===== src/design/hrp_pkg.sv =====
// Package for the HTTP request header parser: codes, word types and character classes.
`default_nettype none
package hrp_pkg;

	localparam int VERSION_BITS_DEF = 16;
	localparam int VER_OUT_W        = 16;
	localparam int STATE_W          = 5;

	localparam logic [STATE_W-1:0] ST_METHOD_START       = 5'd0;
	localparam logic [STATE_W-1:0] ST_METHOD             = 5'd1;
	localparam logic [STATE_W-1:0] ST_URI                = 5'd2;
	localparam logic [STATE_W-1:0] ST_VER_H              = 5'd3;
	localparam logic [STATE_W-1:0] ST_VER_T1             = 5'd4;
	localparam logic [STATE_W-1:0] ST_VER_T2             = 5'd5;
	localparam logic [STATE_W-1:0] ST_VER_P              = 5'd6;
	localparam logic [STATE_W-1:0] ST_VER_SLASH          = 5'd7;
	localparam logic [STATE_W-1:0] ST_MAJOR_START        = 5'd8;
	localparam logic [STATE_W-1:0] ST_MAJOR              = 5'd9;
	localparam logic [STATE_W-1:0] ST_MINOR_START        = 5'd10;
	localparam logic [STATE_W-1:0] ST_MINOR              = 5'd11;
	localparam logic [STATE_W-1:0] ST_NL1                = 5'd12;
	localparam logic [STATE_W-1:0] ST_LINE_START         = 5'd13;
	localparam logic [STATE_W-1:0] ST_LWS                = 5'd14;
	localparam logic [STATE_W-1:0] ST_NAME               = 5'd15;
	localparam logic [STATE_W-1:0] ST_SPACE_BEFORE_VALUE = 5'd16;
	localparam logic [STATE_W-1:0] ST_VALUE              = 5'd17;
	localparam logic [STATE_W-1:0] ST_NL2                = 5'd18;
	localparam logic [STATE_W-1:0] ST_NL3                = 5'd19;

	localparam logic [1:0] STAT_MORE = 2'd0;
	localparam logic [1:0] STAT_DONE = 2'd1;
	localparam logic [1:0] STAT_BAD  = 2'd2;

	localparam logic [2:0] KIND_DELIM    = 3'd0;
	localparam logic [2:0] KIND_METHOD   = 3'd1;
	localparam logic [2:0] KIND_URI      = 3'd2;
	localparam logic [2:0] KIND_NEW_NAME = 3'd3;
	localparam logic [2:0] KIND_NAME     = 3'd4;
	localparam logic [2:0] KIND_VALUE    = 3'd5;

	localparam logic [7:0] CH_H     = 8'h48;
	localparam logic [7:0] CH_T     = 8'h54;
	localparam logic [7:0] CH_P     = 8'h50;
	localparam logic [7:0] CH_SLASH = 8'h2F;
	localparam logic [7:0] CH_DOT   = 8'h2E;
	localparam logic [7:0] CH_CR    = 8'h0D;
	localparam logic [7:0] CH_LF    = 8'h0A;
	localparam logic [7:0] CH_COLON = 8'h3A;
	localparam logic [7:0] CH_HT    = 8'h09;
	localparam logic [7:0] CH_SP    = 8'h20;
	localparam logic [7:0] CH_DEL   = 8'd127;
	localparam logic [7:0] CH_CTL_MAX = 8'd31;

	typedef struct packed {
		logic               bad;
		logic [1:0]         status;
		logic [2:0]         kind;
		logic [STATE_W-1:0] next_state;
		logic               hdr_seen;
	} step_ctl_t;

	function automatic logic is_ctl(input logic [7:0] b);
		return (b <= CH_CTL_MAX) || (b == CH_DEL);
	endfunction

	function automatic logic is_sep(input logic [7:0] b);
		logic r;
		case (b)
			8'h28, 8'h29, 8'h3C, 8'h3E, 8'h40, 8'h2C, 8'h3B, 8'h3A, 8'h5C, 8'h22,
			8'h2F, 8'h5B, 8'h5D, 8'h3F, 8'h3D, 8'h7B, 8'h7D, 8'h20, 8'h09: r = 1'b1;
			default: r = 1'b0;
		endcase
		return r;
	endfunction

	function automatic logic is_token(input logic [7:0] b);
		return !b[7] && !is_ctl(b) && !is_sep(b);
	endfunction

	function automatic logic is_dec_char(input logic [7:0] b);
		return b inside {[8'h30:8'h39]};
	endfunction

	function automatic logic is_lws(input logic [7:0] b);
		return (b == CH_SP) || (b == CH_HT);
	endfunction

endpackage
`default_nettype wire


===== src/design/hrp_step.sv =====
// One parser step: next state, status, field tag and version accumulators for one byte.
`default_nettype none
module hrp_step #(
	parameter int VERSION_BITS = hrp_pkg::VERSION_BITS_DEF
) (
	input  wire logic [hrp_pkg::STATE_W-1:0] state,
	input  wire logic                        hdr_seen,
	input  wire logic [VERSION_BITS-1:0]     major,
	input  wire logic [VERSION_BITS-1:0]     minor,
	input  wire logic [7:0]                  b,
	output hrp_pkg::step_ctl_t               ctl,
	output logic      [VERSION_BITS-1:0]     major_next,
	output logic      [VERSION_BITS-1:0]     minor_next
);
	import hrp_pkg::*;

	localparam int AW = VERSION_BITS + 4;

	function automatic logic [VERSION_BITS-1:0] acc_digit(
		input logic [VERSION_BITS-1:0] acc,
		input logic [7:0]              d
	);
		logic [AW-1:0] w;
		logic [AW-1:0] v;
		w = AW'(acc);
		v = (w << 3) + (w << 1) + AW'(d[3:0]);
		if (v > AW'({VERSION_BITS{1'b1}}))
			return {VERSION_BITS{1'b1}};
		return v[VERSION_BITS-1:0];
	endfunction

	logic               bad;
	logic [1:0]         stat;
	logic [2:0]         kind;
	logic [STATE_W-1:0] nxt;
	logic               seen_nxt;
	logic [VERSION_BITS-1:0] maj_nxt;
	logic [VERSION_BITS-1:0] min_nxt;

	always_comb begin
		bad      = 1'b0;
		stat     = STAT_MORE;
		kind     = KIND_DELIM;
		nxt      = state;
		seen_nxt = hdr_seen;
		maj_nxt  = major;
		min_nxt  = minor;
		case (state)
			ST_METHOD_START: begin
				if (is_token(b)) begin
					nxt  = ST_METHOD;
					kind = KIND_METHOD;
				end else
					bad = 1'b1;
			end
			ST_METHOD: begin
				if (b == CH_SP)        nxt = ST_URI;
				else if (is_token(b))  kind = KIND_METHOD;
				else                   bad = 1'b1;
			end
			ST_URI: begin
				if (b == CH_SP)        nxt = ST_VER_H;
				else if (is_ctl(b))    bad = 1'b1;
				else                   kind = KIND_URI;
			end
			ST_VER_H: begin
				if (b == CH_H) nxt = ST_VER_T1; else bad = 1'b1;
			end
			ST_VER_T1: begin
				if (b == CH_T) nxt = ST_VER_T2; else bad = 1'b1;
			end
			ST_VER_T2: begin
				if (b == CH_T) nxt = ST_VER_P; else bad = 1'b1;
			end
			ST_VER_P: begin
				if (b == CH_P) nxt = ST_VER_SLASH; else bad = 1'b1;
			end
			ST_VER_SLASH: begin
				if (b == CH_SLASH) begin
					maj_nxt = '0;
					min_nxt = '0;
					nxt     = ST_MAJOR_START;
				end else
					bad = 1'b1;
			end
			ST_MAJOR_START: begin
				if (is_dec_char(b)) begin
					maj_nxt = acc_digit(major, b);
					nxt     = ST_MAJOR;
				end else
					bad = 1'b1;
			end
			ST_MAJOR: begin
				if (b == CH_DOT)          nxt = ST_MINOR_START;
				else if (is_dec_char(b))  maj_nxt = acc_digit(major, b);
				else                      bad = 1'b1;
			end
			ST_MINOR_START: begin
				if (is_dec_char(b)) begin
					min_nxt = acc_digit(minor, b);
					nxt     = ST_MINOR;
				end else
					bad = 1'b1;
			end
			ST_MINOR: begin
				if (b == CH_CR)           nxt = ST_NL1;
				else if (is_dec_char(b))  min_nxt = acc_digit(minor, b);
				else                      bad = 1'b1;
			end
			ST_NL1: begin
				if (b == CH_LF) nxt = ST_LINE_START; else bad = 1'b1;
			end
			ST_LINE_START: begin
				if (b == CH_CR)
					nxt = ST_NL3;
				else if (hdr_seen && is_lws(b))
					nxt = ST_LWS;
				else if (is_token(b)) begin
					seen_nxt = 1'b1;
					nxt      = ST_NAME;
					kind     = KIND_NEW_NAME;
				end else
					bad = 1'b1;
			end
			ST_LWS: begin
				if (b == CH_CR)
					nxt = ST_NL2;
				else if (is_lws(b))
					nxt = ST_LWS;
				else if (is_ctl(b))
					bad = 1'b1;
				else begin
					nxt  = ST_VALUE;
					kind = KIND_VALUE;
				end
			end
			ST_NAME: begin
				if (b == CH_COLON)     nxt = ST_SPACE_BEFORE_VALUE;
				else if (is_token(b))  kind = KIND_NAME;
				else                   bad = 1'b1;
			end
			ST_SPACE_BEFORE_VALUE: begin
				if (b == CH_SP) nxt = ST_VALUE; else bad = 1'b1;
			end
			ST_VALUE: begin
				if (b == CH_CR)        nxt = ST_NL2;
				else if (is_ctl(b))    bad = 1'b1;
				else                   kind = KIND_VALUE;
			end
			ST_NL2: begin
				if (b == CH_LF) nxt = ST_LINE_START; else bad = 1'b1;
			end
			ST_NL3: begin
				if (b == CH_LF) stat = STAT_DONE; else bad = 1'b1;
			end
			default: begin
				bad = 1'b1;
			end
		endcase

		// a bad byte leaves everything as it was
		if (bad) begin
			stat     = STAT_BAD;
			kind     = KIND_DELIM;
			nxt      = state;
			seen_nxt = hdr_seen;
			maj_nxt  = major;
			min_nxt  = minor;
		end
	end

	assign ctl.bad        = bad;
	assign ctl.status     = stat;
	assign ctl.kind       = kind;
	assign ctl.next_state = nxt;
	assign ctl.hdr_seen   = seen_nxt;
	assign major_next     = maj_nxt;
	assign minor_next     = min_nxt;

endmodule
`default_nettype wire


===== src/design/http_request_header_parser_top.sv =====
// HTTP/1.x request line and header parser, one byte per word.
//
// Input channel: in_valid / in_stall with data_byte. Output channel: out_valid /
// out_stall with status, field_kind, byte_out, version_major, version_minor.
// A word moves at a rising edge with valid high and stall low.
// Every input byte gives exactly one output word. A byte is held in an input
// register, the state-machine logic classifies it and updates the parse state and
// version accumulators, and the word lands in the output register.
// Throughput: 1 byte per cycle while the receiver does not stall, set by the
// parse-state update loop.
// When the receiver stalls, the output register holds its word, the input register
// keeps one more byte, and in_stall rises while both are full.
// Reset (arst_n low) returns the parser to the start of the method token, clears the
// version counts and the header-seen flag and empties both registers. After the
// request completes, only reset starts a new one.
// Versions saturate at 2**VERSION_BITS-1 and appear on 16-bit ports (low bits).
`default_nettype none
module http_request_header_parser_top #(
	parameter int VERSION_BITS = hrp_pkg::VERSION_BITS_DEF
) (
	input  wire logic                          clk,
	input  wire logic                          arst_n,
	input  wire logic                          in_valid,
	output logic                               in_stall,
	input  wire logic [7:0]                    data_byte,
	output logic                               out_valid,
	input  wire logic                          out_stall,
	output logic [1:0]                         status,
	output logic [2:0]                         field_kind,
	output logic [7:0]                         byte_out,
	output logic [hrp_pkg::VER_OUT_W-1:0]      version_major,
	output logic [hrp_pkg::VER_OUT_W-1:0]      version_minor
);
	import hrp_pkg::*;

	logic                    valid_s1;
	logic [7:0]              byte_s1;
	logic [STATE_W-1:0]      state_q;
	logic                    hdr_seen_q;
	logic [VERSION_BITS-1:0] major_q;
	logic [VERSION_BITS-1:0] minor_q;

	logic [1:0]              status_q;
	logic [2:0]              kind_q;
	logic [7:0]              byte_q;
	logic [VERSION_BITS-1:0] major_out_q;
	logic [VERSION_BITS-1:0] minor_out_q;
	logic                    out_valid_q;

	step_ctl_t               ctl;
	logic [VERSION_BITS-1:0] major_next;
	logic [VERSION_BITS-1:0] minor_next;
	logic                    adv;
	logic                    in_acc;
	logic [31:0]             major_ext;
	logic [31:0]             minor_ext;

	assign adv      = valid_s1 && (!out_valid_q || !out_stall);
	assign in_stall = valid_s1 && out_valid_q && out_stall;
	assign in_acc   = in_valid && !in_stall;

	hrp_step #(
		.VERSION_BITS(VERSION_BITS)
	) u_step (
		.state     (state_q),
		.hdr_seen  (hdr_seen_q),
		.major     (major_q),
		.minor     (minor_q),
		.b         (byte_s1),
		.ctl       (ctl),
		.major_next(major_next),
		.minor_next(minor_next)
	);

	always_ff @(posedge clk or negedge arst_n) begin
		if (!arst_n) begin
			valid_s1    <= 1'b0;
			out_valid_q <= 1'b0;
			state_q     <= ST_METHOD_START;
			hdr_seen_q  <= 1'b0;
			major_q     <= '0;
			minor_q     <= '0;
		end else begin
			if (in_acc)
				valid_s1 <= 1'b1;
			else if (adv)
				valid_s1 <= 1'b0;
			if (adv) begin
				out_valid_q <= 1'b1;
				state_q     <= ctl.next_state;
				hdr_seen_q  <= ctl.hdr_seen;
				major_q     <= major_next;
				minor_q     <= minor_next;
			end else if (!out_stall)
				out_valid_q <= 1'b0;
		end
	end

	always_ff @(posedge clk) begin
		if (in_acc)
			byte_s1 <= data_byte;
		if (adv) begin
			status_q    <= ctl.status;
			kind_q      <= ctl.kind;
			byte_q      <= byte_s1;
			major_out_q <= major_next;
			minor_out_q <= minor_next;
		end
	end

	assign major_ext     = 32'(major_out_q);
	assign minor_ext     = 32'(minor_out_q);
	assign out_valid     = out_valid_q;
	assign status        = status_q;
	assign field_kind    = kind_q;
	assign byte_out      = byte_q;
	assign version_major = major_ext[VER_OUT_W-1:0];
	assign version_minor = minor_ext[VER_OUT_W-1:0];

	a_bad_no_field: assert property (@(posedge clk) disable iff (!arst_n)
		out_valid && status == STAT_BAD |-> field_kind == KIND_DELIM)
		else $error("bad word carries a field tag");

	a_bad_keeps_state: assert property (@(posedge clk) disable iff (!arst_n)
		adv && ctl.bad |=> $stable(state_q) && $stable(major_q) && $stable(minor_q)
			&& $stable(hdr_seen_q))
		else $error("bad byte changed parser state");

	a_done_sticky: assert property (@(posedge clk) disable iff (!arst_n)
		adv && state_q == ST_NL3 |-> ctl.status != STAT_MORE)
		else $error("byte after final CR reported more needed");

	a_status_code: assert property (@(posedge clk) disable iff (!arst_n)
		out_valid |-> status == STAT_MORE || status == STAT_DONE || status == STAT_BAD)
		else $error("status code out of range");

endmodule
`default_nettype wire


===== config.mk =====
export PLATFORM = sky130hd
export DESIGN_NAME = http_request_header_parser_top
export DESIGN_NICKNAME = d
export VERILOG_FILES = /design/src/design/hrp_pkg.sv /design/src/design/hrp_step.sv /design/src/design/http_request_header_parser_top.sv
export SDC_FILE = /design/constraint.sdc
export NUM_CORES = 1
export LEC_CHECK = 0
export BUFFER_PORTS_ARGS = -buffer_cell sky130_fd_sc_hd__buf_4
export CAP_MARGIN = 15
export CORE_MARGIN = 2
export CORE_UTILIZATION = 60
export DETAILED_ROUTE_END_ITERATION = 10
export GPL_TIMING_DRIVEN = 0
export PLACE_DENSITY = 0.8
export SLEW_MARGIN = 20
export SYNTH_ARGS = -nofsm -noshare
export SYNTH_HDL_FRONTEND = slang
export SYNTH_SLANG_ARGS = --single-unit

===== constraint.sdc =====
create_clock -name clk -period 10 [get_ports clk]
set_input_delay 2 -clock clk [delete_from_list [all_inputs] [get_ports clk]]
set_output_delay 2 -clock clk [all_outputs]
set_load 0.1 [all_outputs]

==> flow_summary_export.csv <==
group,metric,value,unit
final_layout,final_cell_mix,"nand2_1, ha_1, buf_4",
status,status,"finished, final reports clean",
synthesis,yosys-top-cells-area,"edfxtp_1, dfrtp_1, ha_1, nand2_1, a21oi_1",
setup_path,cp_data_required_time,10.10,ns
setup_path,cp_cell_sequence,"fa_1, fa_1, a21oi_1, o211ai_1, nor2b_1, a311oi_1, xnor2_1, nor4_1, buf_2, nand2_1, a22o_1",
placement,io_buffers,58,
clocking,htreeDepth,3,
setup_path,startpoint_type,"flip-flop",
setup_path,crit_fanout,10,
placement,gp_congestion,1.01,
setup_path,crit_path_end_kind,"flip-flop",
synthesis,synth_nets,848,
floorplan,core_area,11500,sq um
hold_path,min_path_type,"reg -> reg",
floorplan,num_io_pins,59,
synthesis,yosys_warnings,0,
setup_path,critPathKind,"reg -> reg",
timing,fmax,205,MHz
timing,clock-skew-final,0.00900,ns
setup_path,cpPeakStageDelay,0.95,ns
synthesis,ys_ff_latch,93,
synthesis,synthArstFlopShare,0.430,
setup_path,worstPathArrival,4.98,ns
timing,fin_crit_sh,0.489,
clocking,cts_sinks,93,
synthesis,syn_inst,770,
timing,report.final.hold_viol_count,0,
floorplan,dieArea,12800,sq um
timing,worst_pin_slew,1.12,ns
final_layout,final_common_cell,"nand2_1",
placement,place_area,7800,sq um
placement,hpwl,14500,microns
clocking,cts_buffers,9,
grt,grt_max_degree,41,
floorplan,die_y,113,microns
timing,finalSetupViolCount,0,
drt,wirelength,19600,microns
setup_path,worst-path-buf-inv,1,
power_and_ir_drop,ir_drop,0.115,mV
clocking,cts_hold_buffers,0,
synthesis,synth_edf_count,53,
drt,drtIter0Drc,662,
final_layout,n_antenna_cell,0,
grt,grt_pass1_vias,6362,
setup_path,crit_family,"simple AND/OR/NAND/NOR gates",
timing,report.final.slew_viol_count,0,
final_layout,syn_to_final_growth,12.6,%
final_layout,num-fill-cells,865,
setup_path,slowest_stage,"nor4_1",
synthesis,synth_cell_type_count,79,
final_layout,final_core_utilization,0.701,
synthesis,synth_area,7170,sq um
drt,vias,6642,
clocking,clkLatencyLatePin,0.35,ns
grt,grt_overflow,0,
final_layout,final_cell_area,8070,sq um
grt,antenna_found_initial,0,
grt,grt_pass1_wl,31700,microns
clocking,cts.repair.resized,0,
timing,slew_headroom,0.244,
clocking,postCtsSetupBuffers,0,
synthesis,ys.flop_type,"edfxtp_1",
final_layout,drive_above_1_share,0.136,
setup_path,cpMostUsedCell,"fa_1",
floorplan,die-width,113,microns
timing,whs,0.490,ns
synthesis,yosys.area.top_type,"edfxtp_1",
power_and_ir_drop,powerDensity,111,nW/um^2
drt,viasPerCell,6.72,
drt,wl_per_cell,19.8,microns
floorplan,initial_utilization,0.622,
grt,grt_util_all_layers,0.309,
synthesis,synth_top_area_frac,0.222,
floorplan,rows,39,
drt,drc,0,
clocking,cts_buffer_depth,2,
drt,first_pass_iters,7,
clocking,cts_root_buf,"clkbuf_16",
timing,finalCriticalPeriod,4.89,ns
final_layout,fin_nets,918,
timing,rsz0062_at_grt,"no",
drt,ant_nets,0,
synthesis,ys_seq_area_frac,0.362,
job,maxCapViolCount,0,
synthesis,postSynthAreaPerCell,9.31,sq um
timing,final.setup.tns,0,ns
clocking,cts_tree,"yes",
power_and_ir_drop,total_leakage_power,3.47,nW
clocking,clkSlewWorstSetupHoldPaths,0.06,ns
==> Yosys cell counts (4+ instances only) <==
library cell  number
a22oi_1            4
o21ai_0           45
a21oi_1           50
edfxtp_1          53
o21bai_1           4
xnor2_1           16
a21o_1            15
a31oi_1           13
a211oi_1          22
a221o_1           12
nor3_1            24
nor2b_1            7
clkbuf_1          29
dfrtp_1           40
nand4_1            7
o22ai_1            5
o31ai_1            4
nor2_1            56
nor4_1             6
nand2b_1          20
and2_1             6
inv_1             19
buf_2              4
nand3_1           22
nand2_1           83
xor2_1             9
fa_1               4
a22o_1            12
o2bb2ai_1          4
o21a_1             5
ha_1              62
a221o_2            6
and3_1             4
o32ai_1            5
o211ai_1          17
o22a_1             5
==> layer usage <==
layer	global-route usage	part of all wire
met3	0.0525	0.086
met2	0.497	0.46
met1	0.430	0.43
met5	0	0
met4	0.0992	0.024
==> worst register-to-register path, cell delays in order (launching register included) <==
cell      delay (ns)
edfxtp_1        0.59
fa_1            0.62
fa_1            0.51
a21oi_1         0.34
o211ai_1        0.18
nor2b_1         0.20
a311oi_1        0.33
xnor2_1         0.22
nor4_1          0.95
buf_2           0.38
nand2_1         0.12
a22o_1          0.21
==> stage by stage <==
stage               setup slack (ns)  std cells  total power, mW
CTS                             5.24        988            0.896
global route                    4.97        988            0.916
floorplan                       5.26        770            0.549
global placement                5.35        971            0.584
detailed placement              5.28        972            0.587
finish                          5.11        988            0.897
==> flip-flops by register name, summed over array words and instances (netlist names), 3 cells and up <==
name / cells
major_q: 16
minor_q: 16
version_major: 16
version_minor: 16
byte_out: 8
byte_s1: 8
state_q: 5
field_kind: 3
==> final timing paths <==
path	startpoint	end	slack [ns]	depth (start not counted)
worst max-delay path	byte_s1[3]	version_major[5]	5.11	11
worst min-delay path	byte_s1[7]	byte_out[7]	0.49	0
worst max register to register	byte_s1[3]	version_major[5]	5.11	11
worst min register to register	byte_s1[7]	byte_out[7]	0.49	0
max in group asynchronous	arst_n	minor_q[13]	7.95	1
min in group asynchronous	arst_n	state_q[0]	1.65	1
==> where the power goes <==
| part | total [mW] | switching (mW) | internal (mW) |
|---|---|---|---|
| registers | 0.431 | 0.00844 | 0.422 |
| clock network | 0.317 | 0.148 | 0.168 |
| logic | 0.149 | 0.119 | 0.0296 |
| total | 0.897 | 0.276 | 0.620 |
==> cell type report <==
cell class                 count  area (sq um)  area share
sequential                    93          2590       0.321
buffer                        42           226      0.0281
clock inverter                 6          37.5     0.00465
tap                          143           179      0.0222
inverter                      19          71.3     0.00884
timing repair buffer          59           455      0.0565
clock buffer                  10           229      0.0284
multi-input combinational    616          4280       0.530
==> logic make-up after synthesis <==
kind of cell,after synthesis,share of synthesized area
flip-flops,93,0.362
adder cells (fa/ha/maj),66,0.119
buffers and inverters,61,0.0415
AND/OR/NAND/NOR,267,0.192
multiplexers,1,0.00157
AO/OA/AOI/OAI,257,0.254
XOR/XNOR,25,0.0306
No activity file was read; power rests on OpenSTA's default activity.
